File: src/rtl/mceq_pkg.sv
package mceq_pkg;

	localparam logic CMD_RECORD = 1'b0;
	localparam logic CMD_POP    = 1'b1;

	localparam logic [1:0] STAT_OK     = 2'd0;
	localparam logic [1:0] STAT_BAD_CH = 2'd1;
	localparam logic [1:0] STAT_FULL   = 2'd2;
	localparam logic [1:0] STAT_EMPTY  = 2'd3;

	typedef enum logic [2:0] {
		ST_IDLE,
		ST_REC,
		ST_SCAN,
		ST_SETTLE,
		ST_POP,
		ST_OUT
	} state_t;

	typedef struct packed {
		logic        cmd;
		logic [2:0]  channel;
		logic        edge_req;
		logic [31:0] timestamp;
	} req_t;

	typedef struct packed {
		logic [1:0]  status;
		logic [31:0] ev_timestamp;
		logic [15:0] ev_sequence;
		logic [2:0]  ev_channel;
		logic        ev_edge;
		logic [31:0] dropped_count;
		logic [6:0]  pending_total;
	} rsp_t;

	// one ring slot
	typedef struct packed {
		logic [31:0] ts;
		logic [15:0] seq;
		logic        edge_kind;
	} slot_t;

endpackage

File: src/rtl/mceq_oldest.sv
module mceq_oldest #(
	parameter int CH_W = 3
) (
	input  logic              clk,
	input  logic              arst_n,
	input  logic              clr,
	input  logic              cand_vld,
	input  logic [CH_W-1:0]   cand_ch,
	input  mceq_pkg::slot_t   cand,
	output logic              found,
	output logic [CH_W-1:0]   best_ch,
	output mceq_pkg::slot_t   best
);

	logic              found_q;
	logic [CH_W-1:0]   best_ch_q;
	mceq_pkg::slot_t   best_q;
	logic [31:0]       diff;
	logic              take;

	// wrap-aware: candidate is older when (cand - best) is negative
	assign diff = cand.ts - best_q.ts;
	assign take = cand_vld && (!found_q || diff[31]);

	always_ff @(posedge clk or negedge arst_n) begin
		if (!arst_n) begin
			found_q <= 1'b0;
		end else if (clr) begin
			found_q <= 1'b0;
		end else if (take) begin
			found_q <= 1'b1;
		end
	end

	always_ff @(posedge clk) begin
		if (take && !clr) begin
			best_ch_q <= cand_ch;
			best_q    <= cand;
		end
	end

	assign found   = found_q;
	assign best_ch = best_ch_q;
	assign best    = best_q;

endmodule

File: config.mk
export PLATFORM = sky130hd
export DESIGN_NAME = mceq_oldest
export DESIGN_NICKNAME = d
export VERILOG_FILES = /design/src/rtl/mceq_pkg.sv /design/src/rtl/mceq_oldest.sv
export SDC_FILE = /design/constraint.sdc
export NUM_CORES = 1
export LEC_CHECK = 0
export ABC_CLOCK_PERIOD_IN_PS = 5900
export CAP_MARGIN = 20
export CORE_UTILIZATION = 45
export DETAILED_ROUTE_END_ITERATION = 10
export DONT_BUFFER_PORTS = 1
export SLEW_MARGIN = 20
export SYNTH_ARGS = -nofsm -noshare
export SYNTH_HDL_FRONTEND = slang
export SYNTH_SLANG_ARGS = --single-unit
File: constraint.sdc
create_clock -name clk -period 5.9 [get_ports clk]
set_input_delay 0.59 -clock clk [delete_from_list [all_inputs] [get_ports clk]]
set_output_delay 0.59 -clock clk [all_outputs]
set_load 0.1 [all_outputs]
==> results.yml, run 1 <==
logic_synthesis:
  netlist_instances: 170
  ys_ff_latch: 53
  muxShareOfSynthArea_pct: 0
  synth_compound_area_share_pct: 7.23
  synth_nets: 256
  synth_top_family_by_area: "adder cells"
  synth_xor_area_share_pct: 0.367
  yosys.area_share.adder_pct: 15.7
  synth.distinct_cells: 21
  syn_area_um2: 2390
  avgSynthCellArea_um2: 14.0
  synth_simple_gate_area_share_pct: 5.19
  yosysSeqAreaShare_pct: 66.5
  synth_warnings: 0
sta:
  setup_viol: 0
  post-route-min-period_ns: 3.91
  worstMarginPinSlew_ns: 0.960
  slew_viol_final: 0
  rsz0062_at_grt: "no"
  whs_ns: 0.344
  hold_viol_final: 0
  max_freq_mhz: 256
  slew_headroom_pct: 36.0
  finClkSkew_ns: 0.00484
  fin_setup_tns_ns: 0
  setup_ws_ns: 1.99
  fin_crit_sh_pct: 66.2
finish:
  area_delta_synth_final_pct: 8.65
  final_layout_size_suffix_gt1_share_pct: 6.67
  antennaDiodeCount: 0
  multi_input_area_um2: 692
  regArea_um2: 1590
  nFillCells: 453
  instances_no_fill: 250
  fin_nets: 265
power:
  cellPowerDensity_nw_per_um2: 320
  p_leak_nw: 1.05
  irDropWorstVdd_mv: 0.138
  p_total_mw: 0.830
critical_path:
  crit_slowest_cell: "edfxtp_1"
  path_cells: "inv_1, ha_1, a21oi_2, o21ai_0, a221o_1, a211o_1, a311o_1, nor3_4, buf_4"
  rr_worst_depth: 9
  worstPathMaxFanout: 46
  cp_data_arrival_time_ns: 3.86
  cpPeakStageDelay_ns: 0.96
  cp.required_ns: 5.85
  crit_type: "reg2reg"
  r2r_slack_ns: 1.99
  r2r_start: "best[39]"
  worstSetupStartpoint: "best[39]"
  worstSetupEndpointType: "flip-flop"
  start_kind: "flip-flop"
global_route:
  busiest_layer: "met2"
  grt_pass1_vias: 1373
  met2_usage_pct: 27.5
  grt_pass1_wl_mm: 6.29
  grtUsageMet1_pct: 16.2
  use_met3_pct: 6.69
  gr-total-overflow: 0
  grt_antenna_before_repair: 0
  grt.total_usage_pct: 15.7
  grt_max_degree: 47
placed_design:
  dp.cells: 241
  gp_congestion: 0.718
  dp_slack_ns: 1.99
  hpwl_mm: 3.36
  port-buffer-count: 0
die:
  die_w_um: 74.8
  num_rows: 26
  dieHeight_um: 74.8
  start_util_pct: 46.7
  io_pins: 109
  fp.coreArea_um2: 5110
  design.die.area_um2: 5600
detailed_routing:
  drt-total-wl_mm: 4.24
  drcViolationCount: 0
  dr.pass1.iters: 4
  num_vias: 1292
  vias_per_cell: 5.17
  detail_route.wl_per_cell_um: 17.0
  antenna_left: 0
  drt_iter0_drc: 40
clock_tree:
  worstSkewPairLatency_ns: 0.30
  clockBufferDepth: 2
  root_buffer: "clkbuf_8"
  cts_buffers: 5
  cts-resized-gates: 0
  cts.htree.levels: 2
  clock-sinks: 53
  cts_tree: "built"
  path_clk_slew_ns: 0.09
hold_path:
  min_from: "clr"
  hold-path-cell-count: 1
  hold_path.class: "in2reg"
status:
  status: "completed"
flow_run:
  maxCapViolCount: 0
## synth_stat cells
cell	count	area (um^2)
edfxtp_1	52	1560
inv_1	32	120
ha_1	30	375
a21oi_1	15	75.1
nand2_1	10	37.5
o21ai_0	7	35.0
nand4_1	4	25.0
nor2_1	3	11.3
a21oi_2	2	17.5
and4_1	2	17.5
nand3_1	2	10.0
nor3_1	2	10.0
a2111oi_0	1	8.76
a211o_1	1	8.76
a21o_1	1	7.51
a221o_1	1	10.0
a311o_1	1	10.0
dfrtp_1	1	25.0
nor2b_1	1	6.26
nor4_1	1	6.26
xnor2_1	1	8.76
## stage by stage
step	instance area (um^2)	utilization, %
finish	2590	50.8
global route	2590	50.8
CTS	2590	50.8
detailed placement	2490	48.8
global placement	2490	48.8
floorplan	2390	-
## kinds of logic after synthesis
family          Yosys count
simple gates             25
compound gates           29
buf+inv                  32
xor+xnor                  1
flops                    53
fa+ha+maj                30
## sequential cells by signal (all words and copies together), names as in the netlist
register,cells
best,49
best_ch,3
found,1
## worst max-delay path: cells and delay by family (launching register included)
| kind | cells | cell delay (ns) |
|---|---|---|
| AOI/OAI and AO/OA | 5 | 1.24 |
| and+or+nand+nor | 1 | 0.30 |
| adders and majority gates | 1 | 0.35 |
| DFF | 1 | 0.96 |
| buffers and inverters | 2 | 0.68 |
## power by group
part | switching [mW] | internal (mW)
registers | 0.133 | 0.437
logic | 0.0332 | 0.0222
clock network | 0.121 | 0.0844
## path summary, 6_finish.rpt
check / to
min in group asynchronous: found
max in group asynchronous: found
hold / removal: found
setup / recovery: best[6]
setup reg to reg: best[6]
hold reg to reg: found
## per-layer routing
| metal | up-vias | part of all wire [%] | wire [um] |
|---|---|---|---|
| met3 | 7 | 10 | 444 |
| met5 | - | 0 | 0 |
| met1 | 591 | 37 | 1560 |
| met2 | 60 | 51 | 2170 |
| met4 | 0 | 1.7 | 71 |
| li1 | 634 | - | - |
## repair_timing
action	4_1_cts	5_1_grt
endpoints found under the setup margin	0	0
buffers inserted	0	0
hold buffers	1	0
hold endpoints to repair	1	0
## layout by cell type, fill, tap and decap left out, types with 2 or more instances in the layout
cell and n:
edfxtp_1 52, o21ai_0 7, nand2_1 10, nand3_1 2, a21oi_1 15, and4_1 2, clkbuf_8 5, ha_1 30
inv_1 32, nand4_1 4, a21oi_2 2, nor2_1 3
## cell type report
class	instances	area share, %
inverter	32	4.63
sequential	53	61.2
clock inverter	3	0.820
clock buffer	5	2.65
tap	70	3.38
timing repair buffer	2	0.675
multi-input combinational	85	26.7
No activity file was read; power rests on OpenSTA's default activity.
==> inputs of run 2 (changes only) <==
--- a/config.mk
+++ b/config.mk
@@ -5,7 +5,7 @@
 export SDC_FILE = /design/constraint.sdc
 export NUM_CORES = 1
 export LEC_CHECK = 0
-export ABC_CLOCK_PERIOD_IN_PS = 5900
+export ABC_CLOCK_PERIOD_IN_PS = 3700
 export CAP_MARGIN = 20
 export CORE_UTILIZATION = 45
 export DETAILED_ROUTE_END_ITERATION = 10
==> constraint.sdc (replaced) <==
create_clock -name clk -period 3.7 [get_ports clk]
set_input_delay 0.37 -clock clk [delete_from_list [all_inputs] [get_ports clk]]
set_output_delay 0.37 -clock clk [all_outputs]
set_load 0.1 [all_outputs]
==> run 2 against run 1 <==
Fmax rose by 37%. Largest power group unchanged. Wire length rose by 2.6%. Register-to-register slack got worse by 1.2 ns. Critical endpoint is now best[3]. Largest cell class unchanged.
==> results.yml, run 2 (synthesis results as in run 1) <==
status:
  status: "completed"
critical_path:
  r2r_slack_ns: 0.84
  cpPeakStageDelay_ns: 0.72
  crit_type: "reg2reg"
  crit_slowest_cell: "a2111oi_0"
  critPathTopFamily: "compound AO/OA/AOI/OAI gates"
  crit_top_cell: "buf_4"
  worstPathMaxFanout: 28
  path_cells: "buf_4, inv_1, ha_1, and4_1, a21oi_1, o21ai_0, a2111oi_0, nor3_4, buf_4"
  start_kind: "flip-flop"
  rr_worst_depth: 9
  r2r_start: "best[30]"
  cp.required_ns: 3.74
  cp_data_arrival_time_ns: 2.90
  worstReg2RegEnd: "best[3]"
  crit_cells: 9
  cp.buffers_inverters: 3
  worstSetupEndpointType: "flip-flop"
sta:
  rsz0062_at_grt: "no"
  slew_headroom_pct: 34.8
  max_freq_mhz: 350
  setup_ws_ns: 0.840
  slew_viol_final: 0
  finClkSkew_ns: 0.0101
  setup_viol: 0
  fin_crit_sh_pct: 77.3
  hold_viol_final: 0
  fin_setup_tns_ns: 0
  post-route-min-period_ns: 2.86
  worstMarginPinSlew_ns: 0.979
finish:
  instances_no_fill: 284
  fin_nets: 299
  final_cell_mix: "edfxtp_1, buf_4, inv_1, ha_1, a21oi_1"
  antennaDiodeCount: 0
  final_common_cell: "edfxtp_1"
  final_layout_size_suffix_gt1_share_pct: 23.4
  area_delta_synth_final_pct: 20.7
  largest_register_ffs: 49
global_route:
  grt_pass1_vias: 1485
  gr-total-overflow: 0
  grt.total_usage_pct: 15.9
  grt_pass1_wl_mm: 6.66
  grt_antenna_before_repair: 0
  grt_max_degree: 29
die:
  start_util_pct: 46.7
  num_rows: 26
  design.die.area_um2: 5600
  die_w_um: 74.8
  dieHeight_um: 74.8
  io_pins: 109
  fp.coreArea_um2: 5110
clock_tree:
  cts.htree.levels: 2
  root_buffer: "clkbuf_8"
  cts_setup_buffers: 0
  cts_buffers: 5
  cts_tree: "built"
  clockBufferDepth: 2
  worstSkewPairLatency_ns: 0.30
  clock-sinks: 53
  path_clk_slew_ns: 0.10
  cts-resized-gates: 0
  cts_hold_buffers: 1
flow_run:
  maxCapViolCount: 0
power:
  irDropWorstVdd_mv: 0.175
  p_leak_nw: 1.22
  p_total_mw: 1.37
  cellPowerDensity_nw_per_um2: 475
detailed_routing:
  vias_per_cell: 5.10
  detail_route.wl_per_cell_um: 15.3
  drcViolationCount: 0
  dr.pass1.iters: 4
  drt_iter0_drc: 65
  antenna_left: 0
  drt-total-wl_mm: 4.35
  num_vias: 1449
placed_design:
  dp_slack_ns: 0.834
  port-buffer-count: 0
  dp.cells: 275
  hpwl_mm: 3.53
  gp_congestion: 0.768
hold_path:
  hold_path.class: "in2reg"
  hold-path-cell-count: 1
  min_from: "clr"
  hold_end: "found"
-- run 2: cell count changes in the layout (fill, tap and decap cells not counted), sizes merged --
cell      before  now
buf            1   35
clkinvlp       1    0
inv           33   34
-- run 2: layout make-up --
class                   instances  area, um^2
flip-flops and latches         53        1590
well taps                      70        87.6
fillers                       448        2230
repair buffers                 36         273
clock inverters                 3        28.8
clock buffers                   5        68.8
inverters                      32         120
multi-input cells              85         717
-- run 2: layer usage --
layer  vias to the layer above  global-route usage (%)  share of wire (%)
li1                        705                       -                  -
met1                       673                    17.4                 41
met2                        69                    28.0                 49
met3                         2                    6.29                9.9
met4                         0                    5.66               0.51
met5                         -                       0                  0
-- run 2: per-stage QoR --
step / instance area [um^2] / util, % / hold WS [ns]
global placement: 2770 / 54.3 / 0.0745
global route: 2880 / 56.4 / 0.113
detailed placement: 2770 / 54.3 / 0.0745
CTS: 2880 / 56.4 / 0.110
floorplan: 2420 / - / 0.0744
finish: 2880 / 56.4 / 0.124
-- run 2: worst max path at each step --
stage               endpoint  slack, ns     start
floorplan            best[0]      -0.43  best[37]
global placement     best[7]       0.96  best[25]
detailed placement  best[16]       0.83  best[29]
CTS                  best[0]       0.81  best[29]
global route         best[3]       0.63  best[29]
finish               best[3]       0.84  best[30]
-- run 2: power by group --
part | internal (mW) | switching, mW
Clock | 0.142 | 0.204
Sequential | 0.696 | 0.0908
Combinational | 0.0584 | 0.178
Total | 0.896 | 0.473
-- run 2: worst register-to-register path: stages, from the launching register on --
cell       delay, ns
edfxtp_1        0.36
buf_4           0.29
inv_1           0.08
ha_1            0.30
and4_1          0.22
a21oi_1         0.12
o21ai_0         0.12
a2111oi_0       0.72
nor3_4          0.11
buf_4           0.28
